===== config.mk =====
export PLATFORM = sky130hd
export DESIGN_NAME = utf8_decode_cell_width
export DESIGN_NICKNAME = d
export VERILOG_FILES = /design/src/rtl/u8cw_pkg.sv /design/src/rtl/u8cw_decode.sv /design/src/rtl/u8cw_result.sv /design/src/rtl/utf8_decode_cell_width.sv
export SDC_FILE = /design/constraint.sdc
export NUM_CORES = 1
export LEC_CHECK = 0
export ABC_AREA = 1
export BUFFER_PORTS_ARGS = -buffer_cell sky130_fd_sc_hd__buf_2
export CORE_MARGIN = 1.5
export CORE_UTILIZATION = 35
export DETAILED_ROUTE_END_ITERATION = 6
export PLACE_DENSITY_LB_ADDON = 0.2
export SETUP_SLACK_MARGIN = 0.5
export SYNTH_ARGS = -nofsm -noshare
export SYNTH_HDL_FRONTEND = slang
export SYNTH_HIERARCHICAL = 1
export SYNTH_SLANG_ARGS = --single-unit
export TNS_END_PERCENT = 50

===== constraint.sdc =====
create_clock -name clk_i -period 6.02 [get_ports clk_i]
set_clock_uncertainty 0.15 [all_clocks]
set_input_delay 0.602 -clock clk_i [delete_from_list [all_inputs] [get_ports clk_i]]
set_output_delay 0.602 -clock clk_i [all_outputs]
set_load 0.1 [all_outputs]

===== src/rtl/u8cw_pkg.sv =====
// shared types, constants and width functions for the utf-8 cell width decoder
package u8cw_pkg;

  localparam int unsigned OffsetBitsDefault = 16;
  localparam int unsigned NumSlots          = 4;

  localparam logic [6:0]  CellPixelWidthReset = 7'd8;
  localparam logic [20:0] ReplCp              = 21'h00FFFD;
  localparam logic [20:0] MaxScalar           = 21'h10FFFF;

  localparam logic [7:0] LeadMin   = 8'hC2;
  localparam logic [7:0] LeadE0    = 8'hE0;
  localparam logic [7:0] LeadED    = 8'hED;
  localparam logic [7:0] LeadF0    = 8'hF0;
  localparam logic [7:0] LeadF4    = 8'hF4;
  localparam logic [7:0] LeadLimit = 8'hF5;
  localparam logic [7:0] ContA0    = 8'hA0;
  localparam logic [7:0] Cont90    = 8'h90;

  localparam logic [2:0] CellsZero = 3'd0;
  localparam logic [2:0] CellsOne  = 3'd1;
  localparam logic [2:0] CellsTwo  = 3'd2;
  localparam logic [2:0] CellsTab  = 3'd4;

  typedef struct packed {
    logic [7:0] text_byte;
    logic       end_of_text;
  } in_item_t;

  typedef struct packed {
    logic [20:0] code_point;
    logic [15:0] start_offset;
    logic [2:0]  seq_bytes;
    logic [2:0]  cells;
    logic [8:0]  pixels;
    logic [17:0] running_cells;
    logic        run_last;
    logic        text_done;
  } out_item_t;

  typedef struct packed {
    logic [20:0] cp;
    logic [15:0] offset;
    logic [2:0]  len;
    logic [2:0]  cells;
  } slot_t;

  typedef struct packed {
    logic [2:0]                count;
    logic                      last_text;
    slot_t [NumSlots-1:0]      slot;
  } bundle_t;

  function automatic logic is_wide(logic [20:0] cp);
    return (cp inside {[21'h01100:21'h0115F], 21'h02329, 21'h0232A,
                       [21'h02E80:21'h0A4CF], [21'h0AC00:21'h0D7A3],
                       [21'h0F900:21'h0FAFF], [21'h20000:21'h3FFFD],
                       [21'h0FE10:21'h0FE19], [21'h0FE30:21'h0FE6F],
                       [21'h0FF00:21'h0FF60], [21'h0FFE0:21'h0FFE6]});
  endfunction

  function automatic logic [2:0] cells_of(logic [20:0] cp);
    logic [2:0] w;
    if (cp inside {21'h0, 21'h0A, 21'h0D}) begin
      w = CellsZero;
    end else if (cp == 21'h09) begin
      w = CellsTab;
    end else if (is_wide(cp)) begin
      w = CellsTwo;
    end else begin
      w = CellsOne;
    end
    return w;
  endfunction

endpackage


===== src/rtl/u8cw_decode.sv =====
// byte decoder: partial sequence state and the result bundle for one byte
module u8cw_decode #(
  parameter int unsigned OffsetBits = u8cw_pkg::OffsetBitsDefault
) (
  input  logic              clk_i,
  input  logic              rst_ni,
  input  logic              load_i,
  input  u8cw_pkg::in_item_t item_i,
  output u8cw_pkg::bundle_t bundle_o
);

  logic [7:0]            held_q [3];
  logic [7:0]            held_d [3];
  logic [1:0]            held_cnt_q, held_cnt_d;
  logic [1:0]            need_q, need_d;
  logic [OffsetBits-1:0] pos_q, pos_d;
  logic [OffsetBits-1:0] seq_q, seq_d;

  logic        active;
  logic        cont_ok;
  logic [7:0]  b;
  logic [20:0] cp_full;
  logic [2:0]  n;

  function automatic logic [OffsetBits-1:0] sat_off(logic [OffsetBits-1:0] base,
                                                    logic [1:0] inc);
    logic [OffsetBits:0] sum;
    sum = {1'b0, base} + (OffsetBits+1)'(inc);
    return sum[OffsetBits] ? '1 : sum[OffsetBits-1:0];
  endfunction

  function automatic u8cw_pkg::slot_t mk_slot(logic [20:0] cp,
                                             logic [OffsetBits-1:0] off,
                                             logic [2:0] len);
    u8cw_pkg::slot_t s;
    s.cp     = cp;
    s.offset = 16'(off);
    s.len    = len;
    s.cells  = u8cw_pkg::cells_of(cp);
    return s;
  endfunction

  assign b      = item_i.text_byte;
  assign active = (held_cnt_q != 2'd0) && (need_q != 2'd0);

  always_comb begin
    cont_ok = (b[7:6] == 2'b10);
    if (held_cnt_q == 2'd1) begin
      case (held_q[0])
        u8cw_pkg::LeadE0: if (b < u8cw_pkg::ContA0) cont_ok = 1'b0;
        u8cw_pkg::LeadED: if (b >= u8cw_pkg::ContA0) cont_ok = 1'b0;
        u8cw_pkg::LeadF0: if (b < u8cw_pkg::Cont90) cont_ok = 1'b0;
        u8cw_pkg::LeadF4: if (b >= u8cw_pkg::Cont90) cont_ok = 1'b0;
        default: ;
      endcase
    end
  end

  always_comb begin
    case (held_cnt_q)
      2'd1:    cp_full = {10'b0, held_q[0][4:0], b[5:0]};
      2'd2:    cp_full = {5'b0, held_q[0][3:0], held_q[1][5:0], b[5:0]};
      2'd3:    cp_full = {held_q[0][2:0], held_q[1][5:0], held_q[2][5:0], b[5:0]};
      default: cp_full = '0;
    endcase
  end

  always_comb begin
    bundle_o   = '0;
    n          = 3'd0;
    held_d     = held_q;
    held_cnt_d = held_cnt_q;
    need_d     = need_q;
    seq_d      = seq_q;
    pos_d      = item_i.end_of_text ? '0 : sat_off(pos_q, 2'd1);

    // broken sequence: one replacement per held byte
    if (active && !cont_ok) begin
      for (int i = 0; i < 3; i++) begin
        if (2'(i) < held_cnt_q) begin
          bundle_o.slot[n[1:0]] = mk_slot(u8cw_pkg::ReplCp, sat_off(seq_q, 2'(i)), 3'd1);
          n = n + 3'd1;
        end
      end
    end

    if (!active || !cont_ok) begin
      held_cnt_d = 2'd0;
      need_d     = 2'd0;
      if (!b[7]) begin
        bundle_o.slot[n[1:0]] = mk_slot({13'b0, b}, pos_q, 3'd1);
        n = n + 3'd1;
      end else if (b < u8cw_pkg::LeadMin || b >= u8cw_pkg::LeadLimit) begin
        bundle_o.slot[n[1:0]] = mk_slot(u8cw_pkg::ReplCp, pos_q, 3'd1);
        n = n + 3'd1;
      end else begin
        held_d[0]  = b;
        held_cnt_d = 2'd1;
        seq_d      = pos_q;
        need_d     = (b < u8cw_pkg::LeadE0) ? 2'd1 : ((b < u8cw_pkg::LeadF0) ? 2'd2 : 2'd3);
      end
    end else if (need_q > 2'd1) begin
      held_d[held_cnt_q] = b;
      held_cnt_d         = held_cnt_q + 2'd1;
      need_d             = need_q - 2'd1;
    end else begin
      bundle_o.slot[n[1:0]] = mk_slot(cp_full, seq_q, 3'(held_cnt_q) + 3'd1);
      n          = n + 3'd1;
      held_cnt_d = 2'd0;
      need_d     = 2'd0;
    end

    // truncated text
    if (item_i.end_of_text) begin
      for (int i = 0; i < 3; i++) begin
        if (2'(i) < held_cnt_d) begin
          bundle_o.slot[n[1:0]] = mk_slot(u8cw_pkg::ReplCp, sat_off(seq_d, 2'(i)), 3'd1);
          n = n + 3'd1;
        end
      end
      held_cnt_d = 2'd0;
      need_d     = 2'd0;
    end

    bundle_o.count     = n;
    bundle_o.last_text = item_i.end_of_text;
  end

  always_ff @(posedge clk_i or negedge rst_ni) begin
    if (!rst_ni) begin
      held_cnt_q <= 2'd0;
      need_q     <= 2'd0;
      pos_q      <= '0;
      seq_q      <= '0;
    end else if (load_i) begin
      held_cnt_q <= held_cnt_d;
      need_q     <= need_d;
      pos_q      <= pos_d;
      seq_q      <= seq_d;
    end
  end

  always_ff @(posedge clk_i) begin
    if (load_i) begin
      held_q <= held_d;
    end
  end

endmodule


===== src/rtl/u8cw_result.sv =====
// result register: drains a bundle one item per handshake, keeps the cell total
module u8cw_result (
  input  logic                clk_i,
  input  logic                rst_ni,
  input  logic                load_i,
  input  u8cw_pkg::bundle_t   bundle_i,
  input  logic [6:0]          cell_pixel_width_i,
  output logic                can_load_o,
  output logic                out_valid_o,
  input  logic                out_ready_i,
  output u8cw_pkg::out_item_t out_item_o
);

  logic [2:0]                                count_q;
  logic                                      last_q;
  u8cw_pkg::slot_t [u8cw_pkg::NumSlots-1:0] slot_q;
  logic [17:0]       total_q, total_d;
  logic [18:0]       sum;
  logic              out_accept;
  u8cw_pkg::slot_t   head;

  assign head        = slot_q[0];
  assign out_valid_o = (count_q != 3'd0);
  assign out_accept  = out_valid_o && out_ready_i;
  assign can_load_o  = (count_q == 3'd0) || ((count_q == 3'd1) && out_ready_i);

  assign sum = {1'b0, total_q} + 19'(head.cells);

  always_comb begin
    out_item_o.code_point    = head.cp;
    out_item_o.start_offset  = head.offset;
    out_item_o.seq_bytes     = head.len;
    out_item_o.cells         = head.cells;
    out_item_o.running_cells = sum[18] ? '1 : sum[17:0];
    out_item_o.run_last      = (count_q == 3'd1);
    out_item_o.text_done     = (count_q == 3'd1) && last_q;
    case (head.cells)
      u8cw_pkg::CellsOne: out_item_o.pixels = {2'b0, cell_pixel_width_i};
      u8cw_pkg::CellsTwo: out_item_o.pixels = {1'b0, cell_pixel_width_i, 1'b0};
      u8cw_pkg::CellsTab: out_item_o.pixels = {cell_pixel_width_i, 2'b0};
      default:            out_item_o.pixels = '0;
    endcase
  end

  assign total_d = out_item_o.text_done ? '0 : out_item_o.running_cells;

  always_ff @(posedge clk_i or negedge rst_ni) begin
    if (!rst_ni) begin
      count_q <= 3'd0;
      total_q <= '0;
    end else begin
      if (out_accept) begin
        total_q <= total_d;
      end
      if (load_i) begin
        count_q <= bundle_i.count;
      end else if (out_accept) begin
        count_q <= count_q - 3'd1;
      end
    end
  end

  always_ff @(posedge clk_i) begin
    if (load_i) begin
      last_q <= bundle_i.last_text;
      slot_q <= bundle_i.slot;
    end else if (out_accept) begin
      for (int i = 0; i < u8cw_pkg::NumSlots - 1; i++) begin
        slot_q[i] <= slot_q[i+1];
      end
    end
  end

endmodule


===== src/rtl/utf8_decode_cell_width.sv =====
// top level of the utf-8 decoder with cell width measurement
//
// input channel: one text byte per item with an end-of-text flag
// output channel: one item per code point with offset, length, cells,
// pixels and running cell total; run_last marks the final item of a byte,
// text_done the final item of the text
// config: cfg_we_i writes cfg_wdata_i into the pixels-per-cell register
// latency: an item's first result is valid the cycle after the byte is taken
// throughput: one byte per cycle while each byte gives at most one result and the
// receiver takes each result at once; a byte that gives more results holds the input
// until its last item leaves, since the result register hands its items out one per
// output handshake; bytes that only extend a sequence give no result
// reset: no sequence held, offsets and cell total at zero, pixel width 8
// stall: a stalled receiver keeps the result register full; one more byte
// is taken in the cycle its last item leaves
module utf8_decode_cell_width #(
  parameter int unsigned OffsetBits = u8cw_pkg::OffsetBitsDefault
) (
  input  logic                clk_i,
  input  logic                rst_ni,
  input  logic                in_valid_i,
  output logic                in_ready_o,
  input  u8cw_pkg::in_item_t  in_item_i,
  output logic                out_valid_o,
  input  logic                out_ready_i,
  output u8cw_pkg::out_item_t out_item_o,
  input  logic                cfg_we_i,
  input  logic [6:0]          cfg_wdata_i
);

  logic              in_accept;
  logic [6:0]        cpw_q;
  u8cw_pkg::bundle_t bundle;

  assign in_accept = in_valid_i && in_ready_o;

  always_ff @(posedge clk_i or negedge rst_ni) begin
    if (!rst_ni) begin
      cpw_q <= u8cw_pkg::CellPixelWidthReset;
    end else if (cfg_we_i) begin
      cpw_q <= cfg_wdata_i;
    end
  end

  u8cw_decode #(
    .OffsetBits(OffsetBits)
  ) u_decode (
    .clk_i   (clk_i),
    .rst_ni  (rst_ni),
    .load_i  (in_accept),
    .item_i  (in_item_i),
    .bundle_o(bundle)
  );

  u8cw_result u_result (
    .clk_i             (clk_i),
    .rst_ni            (rst_ni),
    .load_i            (in_accept),
    .bundle_i          (bundle),
    .cell_pixel_width_i(cpw_q),
    .can_load_o        (in_ready_o),
    .out_valid_o       (out_valid_o),
    .out_ready_i       (out_ready_i),
    .out_item_o        (out_item_o)
  );

endmodule


---- Yosys cells after proc, flatten, opt, wreduce, memory -nomap -nowiden ----
Cells that the tools add are included.
word-level totals
  output and inout port bits .............. 74
  bits in registers ....................... 261
  logic and storage cells ................. 299
  bits of input ports ..................... 21
operators by class
  magnitude comparators ................... 65
  mux-type cells .......................... 117
  reduce and logical (&&, ||, !) cells .... 50
  equal/unequal tests ..................... 22
  bitwise logic cells ..................... 2
  add/subtract/negate cells ............... 16
operator list
  operator                                                                             number
  172-bit two-way mux                                                                  14
  172-bit bitwise mux                                                                  8
  43-bit demux with 2-bit select                                                       6
  43-bit two-way mux                                                                   7
  129-bit two-way mux                                                                  2
  21-bit by 16-bit less-or-equal comparator with 1-bit output (second input constant)  7
  16-bit two-way mux                                                                   9
  21-bit by 16-bit >= comparator with 1-bit output (second input constant)             6
  3-bit two-way mux                                                                    38
  8-bit by 16-bit less-or-equal comparator with 1-bit output (second input constant)   7
  8-bit by 16-bit >= comparator with 1-bit output (second input constant)              6
  21-bit by 4-bit equality test with 1-bit output (second input constant)              3
  21-bit case mux with 3 select lines                                                  1
  16-bit by 1-bit adder with 17-bit output (second input constant)                     3
  21-bit by 14-bit equality test with 1-bit output (second input constant)             2
  8-bit < comparator (second input constant)                                           5
  38-bit two-way mux                                                                   1
  18-bit two-way mux                                                                   2
  16-bit by 2-bit adder with 17-bit output (second input constant)                     2
  8-bit equality test (second input constant)                                          4
  8-bit two-way mux                                                                    4
  1-bit logical AND                                                                    31
  9-bit case mux with 3 select lines                                                   1
  24-bit bitwise mux                                                                   1
  48 further kinds                                                                     102

---- Longest topological paths before layout ----
  depth after elaboration ................. 31
  gate-level depth with buffers ........... 34
  depth with buffers taken out ............ 33

---- Hierarchy ----
The synthesis kept the hierarchy.
modules (own cells, without submodules)
  module                  sequential area each (um2)  instances  cells each  area each (um2)
  u8cw_decode             1501.4                      1          2369        12567.1
  u8cw_result             5720.5                      1          890         8844.7
  utf8_decode_cell_width  176.4                       1          32          277.8

---- Worst setup path before layout ----
No wires, ideal clock.
  path type ............................... flip-flop to flip-flop
  start point ............................. reg u_result.count_q[1]
  end point ............................... reg u_result.count_q[1]
  path buffers ............................ 1
  clock period less this slack ............ 9.308 ns
  setup time .............................. 0.278 ns
  data required time ...................... 5.592 ns
  cell stages (with the launch flop) ...... 13
  arrival time ............................ 8.880 ns
  path slack .............................. -3.288 ns
  path through ............................ dfrtp_1 > inv_1 > ha_1 > inv_1 > nor2_1 > inv_1 > o21ai_0 > nand2_1 > inv_1 > buf_2 > clkinv_1 > nand2_1 > o221ai_1
RTL lines
  item                      line               source
  start: declaration        u8cw_result.sv:14  logic [2:0] count_q;
  start signal: assignment  u8cw_result.sv:56  count_q <= bundle_i.count;
  start signal: assignment  u8cw_result.sv:58  count_q <= count_q - 3'd1;

==> flow_summary_export.csv <==
group,metric,value,unit
floorplanning,die-width,252,um
sta,min_period,5.20,ns
logic_synthesis,netlist_area,21700,um^2
floorplanning,die_h,252,um
floorplanning,start_util,35.3,%
floorplanning,num_rows,91,
clocking,clk_path_buf_depth,3,
floorplanning,die-area,63500,um^2
sta,rsz0062_at_grt,"false",
sta,hold_ws,0.0952,ns
drt,wl_met1,37800,um
sta,hold_viol_final,0,
setup_path,cp.required,6.18,ns
final_layout,fillerInstances,6651,
final_layout,stdcell_count,4083,
outcome,outcome,"finished clean",
sta,timing.slew.headroom,26.5,%
drt,routed_wl,82700,um
clocking,cts_tree,"yes",
setup_path,end_kind,"flip-flop",
clocking,cts.clk_slew.worst_paths,0.06,ns
drt,drt_iter0_drc,2577,
drt,route.met2.wl,34700,um
setup_path,reg2reg_slack,0.82,ns
final_layout,drive_above_1_share,10.8,%
setup_path,max_stage_delay,0.44,ns
global_route,grt_first_pass_wirelength,126000,um
global_route,overflow,0,
final_layout,multiInputGateArea,12200,um^2
logic_synthesis,yosysSeqAreaShare,34.1,%
logic_synthesis,synth_area_leaders,"edfxtp_1 (27%), nand2_1 (23%), dfrtp_1 (7.3%)",
setup_path,crit_type,"flip-flop to flip-flop",
power_and_ir_drop,peakVddDrop,0.000430,V
logic_synthesis,synth-edff-count,193,
logic_synthesis,syn_nets,3350,
setup_path,critPathLaunchType,"flip-flop",
clocking,clock_latency,0.59,ns
drt,drc,0,
power_and_ir_drop,p_per_area,445,nW/um^2
global_route,grt_max_degree,133,
logic_synthesis,syn_area_per_cell,6.59,um^2
logic_synthesis,synth-seq-cells,257,
setup_path,slowest_stage,"edfxtp_1",
global_route,grt_antenna_before_repair,2,
logic_synthesis,synth.distinct_cells,56,
drt,wl_met3,8400,um
placement,dp_hpwl,61000,um
clocking,cts-root-buf,"clkbuf_16",
power_and_ir_drop,leakage,0.0113,uW
placement,globalplace.congestion,0.955,
sta,finalSetupViolations,0,
logic_synthesis,synth_flop_cell,"edfxtp_1",
sta,timing.fmax,192,MHz
placement,port_buffers,94,
final_layout,finalNetCount,3325,
setup_path,arrival,5.36,ns
drt,route.vias.total,22100,
worst_hold_path,worst_hold_path_type,"input port to flip-flop",
job,drv_cap,0,
sta,drv_slew,0,
sta,fin_setup_tns,0,ns
clocking,htreeDepth,2,
logic_synthesis,synth_top_area_cell,"edfxtp_1",
logic_synthesis,syn_inst,3291,
sta,worst_pin_slew,1.10,ns
final_layout,n_antenna_cell,0,
setup_path,cp_max_fo,14,
clocking,clock-sinks,257,
placement,placed_cells,4013,
logic_synthesis,yosysWarnings,6,
drt,antenna_left,0,
final_layout,area_growth_syn_to_layout,9.15,%
logic_synthesis,synth-async-reset-ratio,24.9,%
global_route,grt_usage,25.5,%
clocking,cts_made_buffers,35,
sta,fin_crit_sh,86.4,%
global_route,grt_pass1_vias,20200,
drt,firstDrtPassIters,6,
final_layout,final_cell_mix,"nand2_1 (1322), inv_1 (255), nand3_1 (232), nor2_1 (227), edfxtp_1 (193)",
drt,highest-signal-layer,"met5",
logic_synthesis,synth_top_area_share,26.7,%
final_layout,mostFrequentLayoutCell,"nand2_1",
drt,wl_per_cell,20.2,um
setup_path,crit_top_cell,"nand2_1",
drt,viasPerCell,5.42,
floorplanning,core_area,61500,um^2
final_layout,regArea,7400,um^2
floorplanning,num_io_pins,95,
[registers in the layout, summed over array words and instances, names as in the netlist]
signal               count
cpw_q                    7
u_result/count_q         3
u_decode/pos_q          16
u_result/last_q          1
u_result/slot_q        129
u_decode/seq_q          16
u_decode/held_cnt_q      2
u_result/total_q        18
u_result/out_item_o     43
u_decode/held_q         20
u_decode/need_q          2
[power breakdown]
group	switching, uW	total [uW]	internal (uW)
combinational	4130	5070	934
clock	878	2140	1260
sequential	495	3320	2830
total	5510	10500	5020
[synth_stat cells, types with 5 or more instances]
master	number
a21oi_1	129
a22oi_1	13
a31oi_1	5
buf_2	48
buf_4	49
buf_6	7
clkbuf_1	95
clkinv_1	11
dfrtp_1	63
edfxtp_1	193
ha_1	37
inv_1	257
inv_2	24
nand2_1	1324
nand2_2	37
nand2_4	12
nand3_1	236
nand3_2	8
nand3_4	5
nand4_1	87
nor2_1	228
nor2_2	17
nor2_4	10
nor2_8	8
nor3_1	32
nor4_1	5
o2111ai_1	6
o211ai_1	25
o21ai_0	176
o21ai_1	20
o221ai_1	19
o22ai_1	30
or2_2	7
xor2_1	26
[metrics by stage]
step / total power [uW] / worst slack, ns / instance area, um^2 / utilization [%]
finish: 10500 / 0.820 / 23700 / 38.5
floorplan: 7270 / 0.522 / 21700 / -
CTS: 10500 / 0.707 / 23600 / 38.4
global placement: 8360 / 0.535 / 22400 / 36.5
detailed placement: 8340 / 0.480 / 22400 / 36.5
global route: 11100 / 0.468 / 23700 / 38.5
[logic make-up (layout without fill, tap and decap cells)]
| group | Yosys count | after routing | share of synthesized area [%] |
|---|---|---|---|
| compound gates | 443 | 443 | 11.7 |
| xor+xnor | 30 | 30 | 1.25 |
| fa+ha+maj | 38 | 38 | 2.23 |
| buf+inv | 496 | 498 | 10.0 |
| flops | 257 | 257 | 34.1 |
| simple gates | 2027 | 2027 | 40.7 |
[layout make-up]
type | count | area share [%]
inverter | 292 | 4.66
clock buffer | 44 | 4.01
clock inverter | 20 | 0.877
timing repair buffer | 142 | 3.60
sequential | 257 | 31.3
multi-input combinational | 2538 | 51.4
tap | 790 | 4.18
[timing repair]
item / 4_1_cts / 5_1_grt
endpoints found under the setup margin: 0 / 81
hold endpoints to repair: 13 / 0
gates resized for setup: 0 / 8
hold buffers: 1 / 0
setup buffers: 0 / 5
[path summary, 6_finish.rpt]
| kind | startpoint | to | depth (start not counted) |
|---|---|---|---|
| setup / recovery | u_decode/held_q[17]$_DFFE_PP_ | u_result/slot_q[77]$_DFFE_PP_ | 33 |
| hold / removal | cfg_wdata_i[6] | cpw_q[6]$_DFFE_PN0P_ | 3 |
| setup reg to reg | u_decode/held_q[17]$_DFFE_PP_ | u_result/slot_q[77]$_DFFE_PP_ | 33 |
| hold reg to reg | cpw_q[0]$_DFFE_PN0P_ | cpw_q[0]$_DFFE_PN0P_ | 2 |
| max in group asynchronous | rst_ni | u_decode/pos_q[1]$_DFFE_PN0P_ | 3 |
| min in group asynchronous | rst_ni | u_result/total_q[0]$_DFFE_PN0P_ | 2 |
[critical path, delay by kind of cell (launching register included)]
| kind | cells | cell delay [ns] |
|---|---|---|
| flops | 1 | 0.44 |
| buf+inv | 7 | 0.66 |
| fa+ha+maj | 4 | 1.03 |
| simple gates | 21 | 2.34 |
| compound gates | 1 | 0.31 |
[per-layer routing]
| metal | vias to the layer above | track usage [%] |
|---|---|---|
| met5 | - | 0 |
| met1 | 10200 | 37.9 |
| met4 | 4 | 5.92 |
| met2 | 1062 | 37.8 |
| met3 | 113 | 5.03 |
| li1 | 10700 | - |
Note: power is estimated with default switching activity, not from simulation.
